## config.mk

```make
export PLATFORM = sky130hd
export DESIGN_NAME = hslpa_div
export DESIGN_NICKNAME = d
export VERILOG_FILES = /design/src/rtl/hslpa_pkg.sv /design/src/rtl/hslpa_div.sv
export SDC_FILE = /design/constraint.sdc
export NUM_CORES = 2
export LEC_CHECK = 0
export ABC_CLOCK_PERIOD_IN_PS = 4610
export BUFFER_PORTS_ARGS = -buffer_cell sky130_fd_sc_hd__buf_2
export CAP_MARGIN = 25
export CORE_MARGIN = 3
export CORE_UTILIZATION = 50
export DETAILED_ROUTE_END_ITERATION = 12
export GPL_TIMING_DRIVEN = 1
export MAX_ROUTING_LAYER = met4
export PLACE_DENSITY_LB_ADDON = 0.2
export SYNTH_ARGS = -nofsm -noshare
export SYNTH_HDL_FRONTEND = slang
export SYNTH_SLANG_ARGS = --single-unit
```

## constraint.sdc

```tcl
create_clock -name clk -period 4.61 [get_ports clk]
set_input_delay 0.2305 -clock clk [delete_from_list [all_inputs] [get_ports clk]]
set_output_delay 0.2305 -clock clk [all_outputs]
set_load 0.01 [all_outputs]
```

## src/rtl/hslpa_pkg.sv

```systemverilog
// Shared constants, codes and widths for the HSL pixel adjust block.
`default_nettype none

package hslpa_pkg;

	// Channel and fixed-point widths.
	localparam int CH_W    = 16;
	localparam int FRAC_W  = 24;
	localparam int SL_W    = FRAC_W + 1;
	localparam int HUE_W   = 15;

	localparam logic [SL_W-1:0] UNIT_ONE = SL_W'(1) << FRAC_W;

	// Hue units are 1/64 degree.
	localparam int HUE_TURN  = 23040;
	localparam int HUE_SIXTH = 3840;
	localparam int KSTEP     = 1920;

	// Hue offsets used when converting back to each channel.
	localparam logic [HUE_W-1:0] RED_OFF   = HUE_W'(0);
	localparam logic [HUE_W-1:0] GREEN_OFF = HUE_W'(8 * KSTEP);
	localparam logic [HUE_W-1:0] BLUE_OFF  = HUE_W'(4 * KSTEP);

	// Shared restoring divider geometry.
	localparam int DIV_NW = 43;
	localparam int DIV_DW = 18;
	localparam int DIV_QW = 25;

	// Stage counts of the sub-units and of the whole pipeline.
	localparam int PUSH_LAT = 3;
	localparam int CHAN_LAT = 6;
	localparam int LAT      = 2 + DIV_QW + PUSH_LAT + CHAN_LAT;

	typedef enum logic [1:0] {
		REG_HUE_SHIFT = 2'd0,
		REG_SAT_AMT   = 2'd1,
		REG_LIGHT_AMT = 2'd2
	} cfg_reg_t;

	typedef enum logic [1:0] {
		SEL_RED   = 2'd0,
		SEL_GREEN = 2'd1,
		SEL_BLUE  = 2'd2
	} top_sel_t;

endpackage

`default_nettype wire

```

## src/rtl/hslpa_div.sv

```systemverilog
// Pipelined restoring divider, one quotient bit per stage.
`default_nettype none

module hslpa_div
	import hslpa_pkg::*;
(
	input  wire logic              clk,
	input  wire logic              en,
	input  wire logic [DIV_NW-1:0] num,
	input  wire logic [DIV_DW-1:0] den,
	output logic      [DIV_QW-1:0] quo
);

	logic [DIV_NW-1:0] rem_s [DIV_QW];
	logic [DIV_DW-1:0] den_s [DIV_QW];
	logic [DIV_QW-1:0] quo_s [DIV_QW];

	for (genvar i = 0; i < DIV_QW; i++) begin : g_stage
		localparam int B = DIV_QW - 1 - i;
		logic [DIV_NW-1:0] rem_in;
		logic [DIV_DW-1:0] den_in;
		logic [DIV_QW-1:0] quo_in;
		logic [DIV_NW-1:0] dsh;
		logic              fits;

		if (i == 0) begin : g_first
			assign rem_in = num;
			assign den_in = den;
			assign quo_in = '0;
		end else begin : g_next
			assign rem_in = rem_s[i-1];
			assign den_in = den_s[i-1];
			assign quo_in = quo_s[i-1];
		end

		always_comb begin
			dsh  = DIV_NW'(den_in) << B;
			fits = (rem_in >= dsh);
		end

		always_ff @(posedge clk) begin
			if (en) begin
				rem_s[i] <= fits ? (rem_in - dsh) : rem_in;
				den_s[i] <= den_in;
				quo_s[i] <= quo_in | (fits ? (DIV_QW'(1) << B) : '0);
			end
		end
	end

	assign quo = quo_s[DIV_QW-1];

endmodule

`default_nettype wire

```

==> flow_summary.toml <==
[logic_synthesis]
synthArstFlopShare = 0
ys_seq_area_frac = 0.612
yosysWarningCount = 0
synth-edff-count = 1789
syn_inst = 7040
syn_area_sq_mm = 0.0878
syn_area_per_cell_sq_um = 12.5
ys_seq_elements = 1789
synth_fp_nets = 7577
ys.flop_type = "edfxtp_1"
synth_cell_types = 93

[place]
hpwl_um = 147000
portBuffers = 87
placed_area_sq_mm = 0.0915
preCtsSetupSlack_ns = 0.361
dp.cells = 9405
place_congestion = 0.927

[sta]
rsz0062_at_grt = "no"
finClkSkew_ns = 0.0519
hold_viol_final = 0
setup_tns_ns = 0
tightest_slew_ns = 1.06
slew-limit-headroom = 0.294
setup_slack_ns = 0.391
drv_slew = 0
fin_crit_ns = 4.22
whs_ns = 0.119
period_share = 0.915
timing.fmax_mhz = 237
setup_viol = 0

[clocking]
cts.sinks = 1789
cts-root-buf = "clkbuf_16"
clock_path_buffers = 3
worstSkewPairLatency_ns = 0.84
path_clk_slew_ns = 0.06
cts_max_level = 4
post-cts-setup-buffers = 0
cts_tree = "done"
cts_made_buffers = 187

[pwr]
worst_ir_drop_vdd_v = 0.000443
power.density_mw_per_mm2 = 579
finalPower_mw = 57.0
p_leak_nw = 37.4

[floorplan]
dieWidth_um = 425
coreArea_sq_mm = 0.174
io_pins = 88
die_h_um = 425
initial_utilization = 0.504
die-area_sq_mm = 0.181
rows = 153

[layout]
n_fill_cell = 14200
postLayoutCoreUtil = 0.565
fin_area_sq_mm = 0.0985
instances_no_fill = 9820
area_growth_pct = 12.2
layout-drive-gt1-share = 0.0824
nets = 7872

[global_route]
gr-usage-met2 = 0.384
antenna_found_initial = 4
busiest_layer = "met2"
grt_pass1_vias = 54700
gr-total-overflow = 0
use_met3 = 0.0311
grt_pass1_wl_um = 305000
globalRouteMet1Util = 0.259
globalRouteTotalUtil = 0.223
grt_max_degree = 176

[route]
drt-total-wl_um = 196000
drt-initial-drc-count = 3880
vias = 55000
ant_nets = 0
vias_per_cell = 5.60
drc = 0
wl_per_cell_um = 19.9
dr.pass1.iters = 5

[setup_path]
cp.arrival_ns = 4.75
required_ns = 5.14
critPathTopFamily = "compound AO/OA/AOI/OAI gates"
cp_cell_sequence = "inv_1, ha_1, fa_1, nand2b_1, a21boi_0, o21ai_0, o211ai_1, a2111oi_0, o32ai_1, or3b_2, nor3_1, xor2_1"
max_stage_delay_ns = 0.94
critPathKind = "reg2reg"
setup.worst_path.start_class = "flop"
critPathBufInv = 1
cp_max_fo = 9
end_kind = "flop"
slowest_stage = "a2111oi_0"

[status]
status = "finished, final reports clean"

[flow_run]
cap_violations = 0

[min_path]
hold_path.class = "in2reg"
==> layout by cell type, fill, tap and decap left out, types with 76 or more instances in the layout <==
cell type  instances
xor2_1           312
edfxtp_1        1789
inv_1            574
clkbuf_16        188
nor2b_1           76
nor2_1           525
a21o_1           202
mux2_2           100
a21oi_1          497
buf_2             86
nand3_1          107
nand2_1          397
nor4_1           134
xnor2_1          314
nor3_1           191
ha_1             450
o21ai_0          296
==> sequential cells by signal, summed over array words and instances, names as in the netlist <==
signal and cells:
rem_s 1032, den_s 432, quo_s 325
==> power by group <==
group	total [mW]	switching [mW]	internal, mW
logic	17.5	9.86	7.63
registers	24.3	2.25	22.1
clock network	15.2	6.34	8.87
total	57.0	18.4	38.6
==> cell usage after synthesis, types with 107 or more instances <==
cell type	count	area, sq um
edfxtp_1	1789	53700
inv_1	574	2150
nor2_1	525	1970
a21oi_1	498	2490
ha_1	450	5630
nand2_1	397	1490
xnor2_1	314	2750
xor2_1	312	2730
o21ai_0	296	1480
a21o_1	202	1520
nor3_1	191	956
nor4_1	134	838
nand3_1	107	536
==> worst paths after layout <==
kind	start	to	slack (ns)	cells past startpoint
hold reg to reg	quo_s[12][13]$_DFFE_PP_	quo_s[13][13]$_DFFE_PP_	0.41	0
setup reg to reg	rem_s[2][49]$_DFFE_PP_	rem_s[2][116]$_DFFE_PP_	0.39	12
setup / recovery	rem_s[2][49]$_DFFE_PP_	rem_s[2][116]$_DFFE_PP_	0.39	12
hold / removal	num[8]	rem_s[0][8]$_DFFE_PP_	0.12	2
==> what timing repair did <==
| action | in CTS | in global routing |
|---|---|---|
| hold buffers | 65 | 0 |
| endpoints found under the setup margin | 0 | 3 |
| hold endpoints to repair | 132 | 0 |
| gates resized for setup | 0 | 1 |
==> worst register-to-register path, stage by stage, from the launching register on <==
cell       delay, ns
edfxtp_1        0.39
inv_1           0.07
ha_1            0.19
fa_1            0.21
nand2b_1        0.11
a21boi_0        0.11
o21ai_0         0.39
o211ai_1        0.29
a2111oi_0       0.94
o32ai_1         0.25
or3b_2          0.64
nor3_1          0.22
xor2_1          0.10
==> kinds of logic (layout without fill, tap and decap cells) <==
family / count (synthesis) / count (layout) / share of synthesized area
mux: 104 / 104 / 0.0134
flops: 1789 / 1789 / 0.612
compound gates: 1429 / 1429 / 0.102
simple gates: 1908 / 1908 / 0.110
buf+inv: 710 / 1160 / 0.0310
other cells: 0 / 5 / 0
fa+ha+maj: 474 / 474 / 0.0696
xor+xnor: 626 / 626 / 0.0624
==> cell type report <==
class | count | area (sq um) | area share
tap | 2325 | 2910 | 0.0295
timing repair buffer | 237 | 1910 | 0.0194
multi-input combinational | 4541 | 31500 | 0.319
clock buffer | 230 | 4860 | 0.0494
inverter | 579 | 2170 | 0.0221
antenna | 5 | 12.5 | 0.000127
clock inverter | 114 | 1440 | 0.0146
sequential | 1789 | 53700 | 0.545
==> routing by layer <==
metal | vias up | wire length [um]
met5 | - | 0
li1 | 26700 | -
met4 | 0 | 9320
met1 | 26600 | 79100
met2 | 1258 | 99200
met3 | 404 | 8010
(Power assumes the default switching activity.)
