--- src/rtl/hslpa_pkg.sv ---
// Shared constants, codes and widths for the HSL pixel adjust block.
`default_nettype none

package hslpa_pkg;

	// Channel and fixed-point widths.
	localparam int CH_W    = 16;
	localparam int FRAC_W  = 24;
	localparam int SL_W    = FRAC_W + 1;
	localparam int HUE_W   = 15;

	localparam logic [SL_W-1:0] UNIT_ONE = SL_W'(1) << FRAC_W;

	// Hue units are 1/64 degree.
	localparam int HUE_TURN  = 23040;
	localparam int HUE_SIXTH = 3840;
	localparam int KSTEP     = 1920;

	// Hue offsets used when converting back to each channel.
	localparam logic [HUE_W-1:0] RED_OFF   = HUE_W'(0);
	localparam logic [HUE_W-1:0] GREEN_OFF = HUE_W'(8 * KSTEP);
	localparam logic [HUE_W-1:0] BLUE_OFF  = HUE_W'(4 * KSTEP);

	// Shared restoring divider geometry.
	localparam int DIV_NW = 43;
	localparam int DIV_DW = 18;
	localparam int DIV_QW = 25;

	// Stage counts of the sub-units and of the whole pipeline.
	localparam int PUSH_LAT = 3;
	localparam int CHAN_LAT = 6;
	localparam int LAT      = 2 + DIV_QW + PUSH_LAT + CHAN_LAT;

	typedef enum logic [1:0] {
		REG_HUE_SHIFT = 2'd0,
		REG_SAT_AMT   = 2'd1,
		REG_LIGHT_AMT = 2'd2
	} cfg_reg_t;

	typedef enum logic [1:0] {
		SEL_RED   = 2'd0,
		SEL_GREEN = 2'd1,
		SEL_BLUE  = 2'd2
	} top_sel_t;

endpackage

`default_nettype wire

--- src/rtl/hslpa_push.sv ---
// Saturation or lightness push toward full or toward zero by a percentage.
`default_nettype none

module hslpa_push
	import hslpa_pkg::*;
(
	input  wire logic              clk,
	input  wire logic              en,
	input  wire logic [SL_W-1:0]   x,
	input  wire logic signed [7:0] amt,
	output logic      [SL_W-1:0]   y
);

	// floor(2^34 / 25); the quotient may come out one low and is corrected.
	localparam logic [29:0] RECIP25 = 30'd687194767;

	logic            pos;
	logic [6:0]      pct;
	logic [SL_W-1:0] base;
	logic [28:0]     z;
	logic [24:0]     q0;
	logic [29:0]     rem;
	logic [24:0]     q;

	logic [31:0]     prod_s1;
	logic [SL_W-1:0] x_s1;
	logic            pos_s1;
	logic [58:0]     mult_s2;
	logic [28:0]     z_s2;
	logic [SL_W-1:0] x_s2;
	logic            pos_s2;

	always_comb begin
		pos  = !amt[7];
		pct  = pos ? 7'(amt) : 7'(8'sd100 + amt);
		base = pos ? (UNIT_ONE - x) : x;
		// Round to nearest: floor((2p + 100) / 200) = floor(floor((2p + 100) / 8) / 25).
		z    = 29'((33'(prod_s1) << 1) + 33'd100 >> 3);
		q0   = mult_s2[58:34];
		rem  = 30'(z_s2) - 30'(q0) * 30'd25;
		q    = (rem >= 30'd25) ? (q0 + 25'd1) : q0;
	end

	always_ff @(posedge clk) begin
		if (en) begin
			prod_s1 <= 32'(base) * 32'(pct);
			x_s1    <= x;
			pos_s1  <= pos;
			mult_s2 <= 59'(z) * 59'(RECIP25);
			z_s2    <= z;
			x_s2    <= x_s1;
			pos_s2  <= pos_s1;
			y       <= pos_s2 ? SL_W'(x_s2 + SL_W'(q)) : SL_W'(q);
		end
	end

endmodule

`default_nettype wire

--- config.mk ---
export PLATFORM = sky130hd
export DESIGN_NAME = hslpa_push
export DESIGN_NICKNAME = d
export VERILOG_FILES = /design/src/rtl/hslpa_pkg.sv /design/src/rtl/hslpa_push.sv
export SDC_FILE = /design/constraint.sdc
export NUM_CORES = 2
export LEC_CHECK = 0
export BUFFER_PORTS_ARGS = -buffer_cell sky130_fd_sc_hd__buf_2
export CORE_MARGIN = 2
export CORE_UTILIZATION = 35
export DETAILED_ROUTE_END_ITERATION = 6
export PLACE_DENSITY = 0.52
export SLEW_MARGIN = 20
export SYNTH_ARGS = -nofsm -noshare
export SYNTH_HDL_FRONTEND = slang
export SYNTH_SLANG_ARGS = --single-unit
--- constraint.sdc ---
create_clock -name clk -period 14.42 [get_ports clk]
set_input_delay 2.163 -clock clk [delete_from_list [all_inputs] [get_ports clk]]
set_output_delay 2.163 -clock clk [all_outputs]
set_load 0.01 [all_outputs]
==> metrics.yaml <==
yosys:
  synth_top_area_frac: 0.296
  ys_types: 74
  synth.area.top_cells: "fa_1 30%, ha_1 21%, edfxtp_1 16%, inv_1 10%, xnor2_1 3.2%"
  synth_top_area_cell: "fa_1"
  async_reset_ff_frac: 0
  syn_nets: 4110
  synth-edff-count: 161
  seq_area_frac_synth: 0.159
  dominantRegCellSynth: "edfxtp_1"
  netlist_area_sq_um: 30500
  syn_inst: 3102
  ys_seq_elements: 161
  yosysWarnings: 0
  avgSynthCellArea_sq_um: 9.82
route:
  antenna_left: 0
  first_pass_iters: 5
  drt_wl_total_mm: 80.0
  routedWlPerCell_microns: 18.4
  wl_met3_mm: 3.21
  met1Wirelength_mm: 38.7
  drcViolationCount: 0
  dr_wl_met2_mm: 36.7
  top_layer_used: "met4"
  viasPerCell: 4.80
  drt_iter0_drc: 1186
  vias: 20800
cells_and_area:
  nFillCells: 8837
  syn2layout_area_growth_pct: 8.02
  nets: 4176
  layout_common_cells: "808 x inv_1, 522 x ha_1, 451 x fa_1, 230 x nand2_1, 161 x edfxtp_1"
  drive_gt1_frac: 0.0528
  final_common_cell: "inv_1"
hold_path:
  holdPathStages: 0
  holdPathEnd: "x_s2[6]$_DFFE_PP_"
  min_from: "x_s1[6]$_DFFE_PP_"
  hp-class: "flip-flop to flip-flop"
die:
  pin_count: 60
  core_sq_um: 86500
  fp.dieArea_sq_um: 89400
  die_width_microns: 299
  rows: 108
  start_util: 0.352
  die_h_microns: 299
clock_network:
  cts_sinks: 161
  htree_levels: 4
  cts_resized: 0
  cts.reportedPaths.clkPinSlew_ps: 80
  cts_buffers: 17
  cts_tree: "built"
  cts_buffer_depth: 2
  clk_latency_ps: 450
  clockRootBuffer: "clkbuf_16"
  post_cts_buffers: 0
  cts_hold_buf: 0
timing:
  finalSetupTns_ps: 0
  setup_violations: 0
  rsz0062_at_grt: "false"
  fin_skew_ps: 13.8
  drv_slew: 0
  fmax_mhz: 92.3
  period_needed_ps: 10830
  hold_viol_final: 0
  relSlewSlack: 0.281
  fin_crit_sh: 0.751
  tightest_slew_ps: 1070
placed_design:
  hpwl_mm: 70.1
  io_buffers: 59
  place_congestion: 0.936
worst_setup_path:
  critPathMaxFanout: 6
  r2r_setup_slack_ps: 3590
  crit_slowest_cell: "o41ai_2"
  cpMostUsedCell: "fa_1"
  r2r_cells: 34
  worstPathArrival_ps: 11020
  cp_data_required_time_ps: 14610
  end_kind: "flip-flop"
  reg2reg_from: "prod_s1[3]$_DFFE_PP_"
  cp-startpoint: "prod_s1[3]$_DFFE_PP_"
  criticalPathCategory: "flip-flop to flip-flop"
  worst_path_largest_cell_delay_ps: 720
  start_kind: "flip-flop"
  worstReg2RegEnd: "mult_s2[54]$_DFFE_PP_"
grt:
  grt_usage: 0.184
  antenna_found_initial: 1
  grt_overflow_total: 0
  grt_max_degree: 70
  grt_pass1_vias: 21600
  grt_pass1_wl_mm: 126
flow_run:
  max_cap_viol_count: 0
run_status:
  status: "finished clean"
flip-flops by register name (all words and copies together) (netlist names):
register	cells
prod_s1	30
x_s1	25
x_s2	25
mult_s2	26
pos_s2	1
y	25
z_s2	28
pos_s1	1
critical path: cells and delay by family, from the launching register on:
| kind | cells | cell delay [ps] |
|---|---|---|
| xor gates and xnor gates | 2 | 610 |
| AOI/OAI and AO/OA | 9 | 2940 |
| and+or+nand+nor | 8 | 1910 |
| DFF | 1 | 390 |
| adders and majority gates | 9 | 4320 |
| buffers and inverters | 6 | 410 |
layout make-up:
class	instances	area, sq um	area share
diodes	1	2.50	0.0000760
repair buffers	88	519	0.0158
inverters	808	3030	0.0921
clock buffers	17	425	0.0129
well taps	1155	1450	0.0439
multi-input cells	2092	22500	0.682
clock inverters	15	196	0.00597
flip-flops and latches	161	4830	0.147
routing by layer:
| layer | GRT usage | vias up |
|---|---|---|
| li1 | - | 10100 |
| met1 | 0.269 | 10300 |
| met2 | 0.298 | 366 |
| met3 | 0.0196 | 50 |
| met4 | 0.0337 | 0 |
| met5 | 0 | - |
how the worst max path moves through the flow:
stage / to / slack (ps) / depth (start not counted)
6_report: mult_s2[54]$_DFFE_PP_ / 3590 / 34
3_5_place_dp: mult_s2[54]$_DFFE_PP_ / 3660 / 35
3_3_place_gp: mult_s2[54]$_DFFE_PP_ / 3740 / 34
4_1_cts: mult_s2[54]$_DFFE_PP_ / 3630 / 34
5_1_grt: mult_s2[54]$_DFFE_PP_ / 3120 / 34
2_1_floorplan: mult_s2[54]$_DFFE_PP_ / 5040 / 34
stage by stage:
step	hold WS, ps	cells	cell area [sq um]	utilization	setup WS (ps)
2_1_floorplan	400	3102	30500	-	5040
5_1_grt	428	4336	32900	0.381	3120
4_1_cts	422	4336	32900	0.381	3630
3_3_place_gp	401	4304	32300	0.373	3740
6_report	417	4337	32900	0.381	3590
3_5_place_dp	406	4304	32300	0.373	3660
kinds of logic (layout without fill, tap and decap cells):
group | after synthesis | after routing | synth area share
adders and majority gates | 973 | 973 | 0.511
buffers and inverters | 849 | 928 | 0.105
and+or+nand+nor | 570 | 570 | 0.0907
AOI/OAI and AO/OA | 346 | 346 | 0.0742
xor gates and xnor gates | 174 | 174 | 0.0500
DFF | 161 | 161 | 0.159
muxes | 29 | 29 | 0.0105
other | 0 | 1 | 0
synthesized netlist by cell type, types with 8 or more instances:
| library cell | instances |
|---|---|
| inv_1 | 808 |
| ha_1 | 522 |
| fa_1 | 451 |
| nand2_1 | 230 |
| edfxtp_1 | 161 |
| a21oi_1 | 115 |
| xnor2_1 | 112 |
| nor2_1 | 90 |
| xor2_1 | 62 |
| a21o_1 | 56 |
| o21ai_0 | 47 |
| nand3_1 | 45 |
| and2_1 | 42 |
| clkbuf_1 | 35 |
| and3_1 | 26 |
| nor3_1 | 26 |
| nand4_1 | 25 |
| mux2_2 | 23 |
| nor2b_1 | 23 |
| a31oi_1 | 15 |
| nand2b_1 | 15 |
| a211oi_1 | 14 |
| o21a_1 | 13 |
| o21bai_1 | 10 |
| o31ai_1 | 9 |
| nor4_1 | 8 |
Power is left out: the tool's default activity adds up to more than one toggle a clock period on the data nets, which glitch-free logic cannot reach.
