`config.mk`:
```
export PLATFORM = sky130hd
export DESIGN_NAME = hslpa_chan
export DESIGN_NICKNAME = d
export VERILOG_FILES = /design/src/rtl/hslpa_pkg.sv /design/src/rtl/hslpa_chan.sv
export SDC_FILE = /design/constraint.sdc
export NUM_CORES = 2
export LEC_CHECK = 0
export ABC_AREA = 1
export BUFFER_PORTS_ARGS = -buffer_cell sky130_fd_sc_hd__buf_2
export CAP_MARGIN = 20
export CORE_MARGIN = 8
export CORE_UTILIZATION = 59
export DETAILED_ROUTE_END_ITERATION = 8
export PLACE_DENSITY = 0.75
export SYNTH_ARGS = -nofsm -noshare
export SYNTH_HDL_FRONTEND = slang
export SYNTH_SLANG_ARGS = --single-unit
```
`constraint.sdc`:
```
create_clock -name clk -period 7.68 [get_ports clk]
set_input_delay 1.536 -clock clk [delete_from_list [all_inputs] [get_ports clk]]
set_output_delay 1.536 -clock clk [all_outputs]
set_load 0.02 [all_outputs]
```
`src/rtl/hslpa_pkg.sv`:
```
// Shared constants, codes and widths for the HSL pixel adjust block.
`default_nettype none

package hslpa_pkg;

	// Channel and fixed-point widths.
	localparam int CH_W    = 16;
	localparam int FRAC_W  = 24;
	localparam int SL_W    = FRAC_W + 1;
	localparam int HUE_W   = 15;

	localparam logic [SL_W-1:0] UNIT_ONE = SL_W'(1) << FRAC_W;

	// Hue units are 1/64 degree.
	localparam int HUE_TURN  = 23040;
	localparam int HUE_SIXTH = 3840;
	localparam int KSTEP     = 1920;

	// Hue offsets used when converting back to each channel.
	localparam logic [HUE_W-1:0] RED_OFF   = HUE_W'(0);
	localparam logic [HUE_W-1:0] GREEN_OFF = HUE_W'(8 * KSTEP);
	localparam logic [HUE_W-1:0] BLUE_OFF  = HUE_W'(4 * KSTEP);

	// Shared restoring divider geometry.
	localparam int DIV_NW = 43;
	localparam int DIV_DW = 18;
	localparam int DIV_QW = 25;

	// Stage counts of the sub-units and of the whole pipeline.
	localparam int PUSH_LAT = 3;
	localparam int CHAN_LAT = 6;
	localparam int LAT      = 2 + DIV_QW + PUSH_LAT + CHAN_LAT;

	typedef enum logic [1:0] {
		REG_HUE_SHIFT = 2'd0,
		REG_SAT_AMT   = 2'd1,
		REG_LIGHT_AMT = 2'd2
	} cfg_reg_t;

	typedef enum logic [1:0] {
		SEL_RED   = 2'd0,
		SEL_GREEN = 2'd1,
		SEL_BLUE  = 2'd2
	} top_sel_t;

endpackage

`default_nettype wire

```
`src/rtl/hslpa_chan.sv`:
```
// Conversion of hue, saturation and lightness back to one color channel.
`default_nettype none

module hslpa_chan
	import hslpa_pkg::*;
(
	input  wire logic              clk,
	input  wire logic              en,
	input  wire logic [HUE_W-1:0]  off,
	input  wire logic [HUE_W-1:0]  hue,
	input  wire logic [SL_W-1:0]   sat,
	input  wire logic [SL_W-1:0]   lgt,
	output logic      [CH_W-1:0]   chan
);

	// floor(2^32 / 15); the quotient may come out one low and is corrected.
	localparam logic [28:0] RECIP15 = 29'd286331153;
	// 1920 * 2^24, half of the doubled divisor, added to the doubled product.
	localparam logic [59:0] ROUND_BIAS = 60'd32212254720;

	logic [15:0]        ksum;
	logic [HUE_W-1:0]   k;
	logic signed [16:0] ta;
	logic signed [16:0] tb;
	logic signed [16:0] tmin;
	logic signed [11:0] tcl;
	logic [SL_W-1:0]    lc;
	logic [23:0]        m;
	logic [59:0]        xsum;
	logic [27:0]        ydiv;
	logic [24:0]        q0;
	logic [28:0]        rem;
	logic [24:0]        q;
	logic signed [26:0] v;
	logic [SL_W-1:0]    vcl;
	logic [40:0]        scaled;

	logic signed [11:0] t_s1;
	logic [23:0]        m_s1;
	logic [SL_W-1:0]    s_s1;
	logic [SL_W-1:0]    l_s1;
	logic [47:0]        sm_s2;
	logic [10:0]        tm_s2;
	logic               neg_s2;
	logic [SL_W-1:0]    l_s2;
	logic [58:0]        p_s3;
	logic               neg_s3;
	logic [SL_W-1:0]    l_s3;
	logic [56:0]        ym_s4;
	logic [27:0]        y_s4;
	logic               neg_s4;
	logic [SL_W-1:0]    l_s4;
	logic [SL_W-1:0]    v_s5;

	always_comb begin
		ksum = 16'(off) + 16'(hue);
		k    = (ksum >= 16'(HUE_TURN)) ? HUE_W'(ksum - 16'(HUE_TURN)) : HUE_W'(ksum);
		ta   = signed'(17'(k)) - 17'sd5760;
		tb   = 17'sd17280 - signed'(17'(k));
		tmin = (tb < ta) ? tb : ta;
		if (tmin > 17'sd1920) begin
			tcl = 12'sd1920;
		end else if (tmin < -17'sd1920) begin
			tcl = -12'sd1920;
		end else begin
			tcl = 12'(tmin);
		end
		lc = UNIT_ONE - lgt;
		m  = (lgt < lc) ? 24'(lgt) : 24'(lc);

		xsum = (60'(p_s3) << 1) + ROUND_BIAS;
		ydiv = xsum[59:32];

		q0  = ym_s4[56:32];
		rem = 29'(y_s4) - 29'(q0) * 29'd15;
		q   = (rem >= 29'd15) ? (q0 + 25'd1) : q0;
		v   = neg_s4 ? (signed'(27'(l_s4)) + signed'(27'(q)))
		             : (signed'(27'(l_s4)) - signed'(27'(q)));
		if (v < 27'sd0) begin
			vcl = '0;
		end else if (v > signed'(27'(UNIT_ONE))) begin
			vcl = UNIT_ONE;
		end else begin
			vcl = SL_W'(v);
		end

		scaled = (41'(v_s5) << 16) - 41'(v_s5) + 41'(1 << 23);
	end

	always_ff @(posedge clk) begin
		if (en) begin
			t_s1   <= tcl;
			m_s1   <= m;
			s_s1   <= sat;
			l_s1   <= lgt;
			sm_s2  <= 48'(s_s1) * 48'(m_s1);
			tm_s2  <= (t_s1 < 12'sd0) ? 11'(-t_s1) : 11'(t_s1);
			neg_s2 <= (t_s1 < 12'sd0);
			l_s2   <= l_s1;
			p_s3   <= 59'(sm_s2) * 59'(tm_s2);
			neg_s3 <= neg_s2;
			l_s3   <= l_s2;
			ym_s4  <= 57'(ydiv) * 57'(RECIP15);
			y_s4   <= ydiv;
			neg_s4 <= neg_s3;
			l_s4   <= l_s3;
			v_s5   <= vcl;
			chan   <= scaled[39:24];
		end
	end

endmodule

`default_nettype wire

```
==> run metrics <==
post-layout min period 7422 ps; cts bufs inserted just over 40; CTS clock-pin slew for the worst setup and hold paths about 70 ps; clock root cell clkbuf_16; headroom to the max-slew limit 0.2546; CP peak stage delay slightly below 600 ps; syn_nets approximately 9600; Placer Congestion 0.9686; CTS tree yes; Most Frequent Cell on Critical Path inv_1; CTS max path bufs 3; Mapped Avg Cell Area roughly 8.3 um^2; final cycle utilization of the critical path 0.9663; Critical Path End Type flop; fin nets between 9000 and 10000; Via density roughly 5.5; prevailing post-synth register cell edfxtp_1; max-cap check violation count 0; Vias roughly 52000; Ports between 90 and 100; CTS H-tree lvls 2; outcome completed; Post-synth ARST share 0; die area approximately 120000 um^2; TNS Setup 0 ps; Setup CP Type flop to flop; Worst Path Max Fanout 5; Total Wirelength about 170 mm; Worst Max-Slew Pin Slew about 1100 ps; hpwl dp roughly 140 mm; clock sink count 345; std cell rows around 120; largest net degree at the start of global routing 116; Worst setup SP type flop; Post-Synthesis Cells between 7000 and 8000; Distinct cells, synth between 60 and 70; slowest CP cell fa_2; I/O Buffers 97; vias in the first global route approximately 54000; Die Span X around 350 um; worst hold path class flop to flop; first-pass GRT wire length ~280 mm; initial antenna violation count 4; Seq/Total Area, Yosys 0.1602; crit path DAT 7830 ps; final hold vios 0; Ys Warns 0; # DRC 0; layout cells sized above 1 0.1012; core area between 100000 and 150000 um^2; drt pass-1 iters 6; CP required just over 8000 ps; Synth Register Bits 345; overall track demand over capacity in global routing 0.2878; number of synthesized flops with an enable pin about 350; Max Freq 134.7 MHz; Final Setup Violations 0; Cell Area, Synth roughly 65000 um^2; CTS Hold Buffers Added 0; Initial Util 0.5939; Vert. Die Dim about 350 um; wire per inst about 18 um; Max Slew Vio Count 0; Layout area overhead 10.63%; Clock Latency Late Sink approximately 600 ps; Final Skew 29.34 ps; post-route ant nets 0; Starting DRT DRC Count about 3900; aggregate global routing overflow 0
-- per-stage QoR --
step	area (um^2)	hold slack, ps	util	cells	setup slack [ps]
global placement	68570	402.1	0.6299	9392	-13.93
CTS	69990	395.8	0.6430	9465	-30.82
detailed placement	68570	405.4	0.6299	9392	-110.9
finish	71530	416.1	0.6571	9552	258.5
global route	71530	409.9	0.6571	9552	-189.7
floorplan	64650	400.3	-	7788	659.6
-- cells by family (layout without fill, tap and decap cells) --
| logic type | Yosys count | count (layout) | share of synthesized area |
|---|---|---|---|
| AND/OR/NAND/NOR | 2680 | 2680 | 0.1691 |
| buffers and inverters | 2140 | 2488 | 0.1247 |
| adder cells (fa/ha/maj) | 1694 | 1694 | 0.4525 |
| AO/OA/AOI/OAI | 692 | 692 | 0.06117 |
| flip-flops | 345 | 345 | 0.1602 |
| XOR/XNOR | 236 | 236 | 0.03209 |
| multiplexers | 1 | 1 | 0.0001548 |
| other | 0 | 2 | 0 |
-- cell usage after synthesis (all sizes together), types with 2 or more instances --
cell     instances  share of area
a211oi           9         0.0010
a21boi          15         0.0017
a21o            14         0.0016
a21oi          314          0.024
a311oi           2        0.00027
a31oi           42         0.0041
and2             7        0.00068
and3             7        0.00068
buf             27         0.0021
clkbuf         225          0.013
edfxtp         345           0.16
fa            1074           0.33
ha             620           0.12
inv           1887           0.11
nand2         1927           0.11
nand3          181          0.014
nand3b           6        0.00070
nand4           67         0.0068
nor2           395          0.024
nor3            56         0.0044
nor3b            2        0.00023
nor4            21         0.0020
o2111ai          7        0.00095
o211a            2        0.00031
o211ai          18         0.0021
o21a            27         0.0031
o21ai          192          0.015
o21bai          18         0.0021
o221ai          12         0.0016
o31ai           11         0.0013
or2              7        0.00068
or4              2        0.00023
xnor2           60         0.0081
xor2           176          0.024
-- worst max-delay path, delay by kind of cell (launching register included) --
kind / cells / cell delay [ps]
buf+inv: 6 / 380
fa+ha+maj: 8 / 3340
compound gates: 3 / 700
flops: 1 / 320
simple gates: 16 / 2040
xor+xnor: 2 / 440
-- registers in the layout, indices dropped and copies added, names as in the netlist --
signal and flops:
sm_s2 48, p_s3 29, ym_s4 29, l_s2 25, l_s3 25, l_s4 25, s_s1 25, v_s5 25
l_s1 24, m_s1 24, y_s4 24, chan 16, t_s1 12, tm_s2 11, neg_s2 1, neg_s3 1
neg_s4 1
-- cell usage in the layout, fill, tap and decap left out, types with 11 or more instances in the layout --
| master | synthesis | final |
|---|---|---|
| nor2_1 | 376 | 360 |
| a21oi_2 | 3 | 24 |
| o211ai_1 | 18 | 18 |
| nand4_1 | 65 | 65 |
| nand3_2 | 6 | 12 |
| a21oi_1 | 311 | 289 |
| clkbuf_16 | 0 | 45 |
| nand2_2 | 24 | 37 |
| o21ai_0 | 182 | 163 |
| ha_1 | 620 | 596 |
| buf_2 | 11 | 96 |
| buf_12 | 0 | 17 |
| ha_4 | 0 | 17 |
| inv_2 | 10 | 30 |
| edfxtp_1 | 345 | 345 |
| inv_1 | 1877 | 1857 |
| nor2_2 | 14 | 29 |
| nand2_4 | 9 | 11 |
| a21o_1 | 14 | 14 |
| o21bai_1 | 18 | 17 |
| nor3_1 | 55 | 52 |
| xor2_1 | 175 | 173 |
| fa_1 | 1074 | 1067 |
| buf_4 | 1 | 407 |
| nand3_1 | 175 | 168 |
| o21a_1 | 27 | 27 |
| nand2_1 | 1894 | 1879 |
| xnor2_1 | 60 | 60 |
| o21ai_1 | 7 | 16 |
| nor4_1 | 21 | 18 |
| a31oi_1 | 42 | 40 |
-- layout make-up --
cell class	count	area, um^2
antenna	2	5.005
clock buffer	47	1049
clock inverter	26	354.1
fill	8955	37320
inverter	1888	7087
multi-input combinational	5303	46890
sequential	345	10360
tap	1414	1769
timing repair buffer	527	4014
-- layer usage --
layer  global-route usage  vias to the layer above  wire (um)
met4               0.1087                        2       7690
met1               0.3777                    25420      70680
met5                    0                        -         13
met2               0.4884                     2006      83660
li1                     -                    24200          -
met3              0.03805                      434      11650
-- path summary, 6_finish.rpt --
kind | start | to | slack (ps) | cells past startpoint
worst max-delay path | p_s3[30] | ym_s4[46] | 260 | 35
worst min register to register | l_s2[14] | l_s3[14] | 420 | 0
worst min-delay path | l_s2[14] | l_s3[14] | 420 | 0
worst max register to register | p_s3[30] | ym_s4[46] | 260 | 35
-- timing repair --
| item | 4_1_cts | 5_1_grt |
|---|---|---|
| buffers inserted | 0 | 80 |
| endpoints found under the hold margin | 0 | 0 |
| setup endpoints to repair | 27 | 58 |
| pin swaps | 0 | 54 |
| gates cloned | 0 | 5 |
| resized for setup | 5 | 182 |
Power is left out: the tool's default activity adds up to more than one toggle a clock period on the data nets, which glitch-free logic cannot reach.
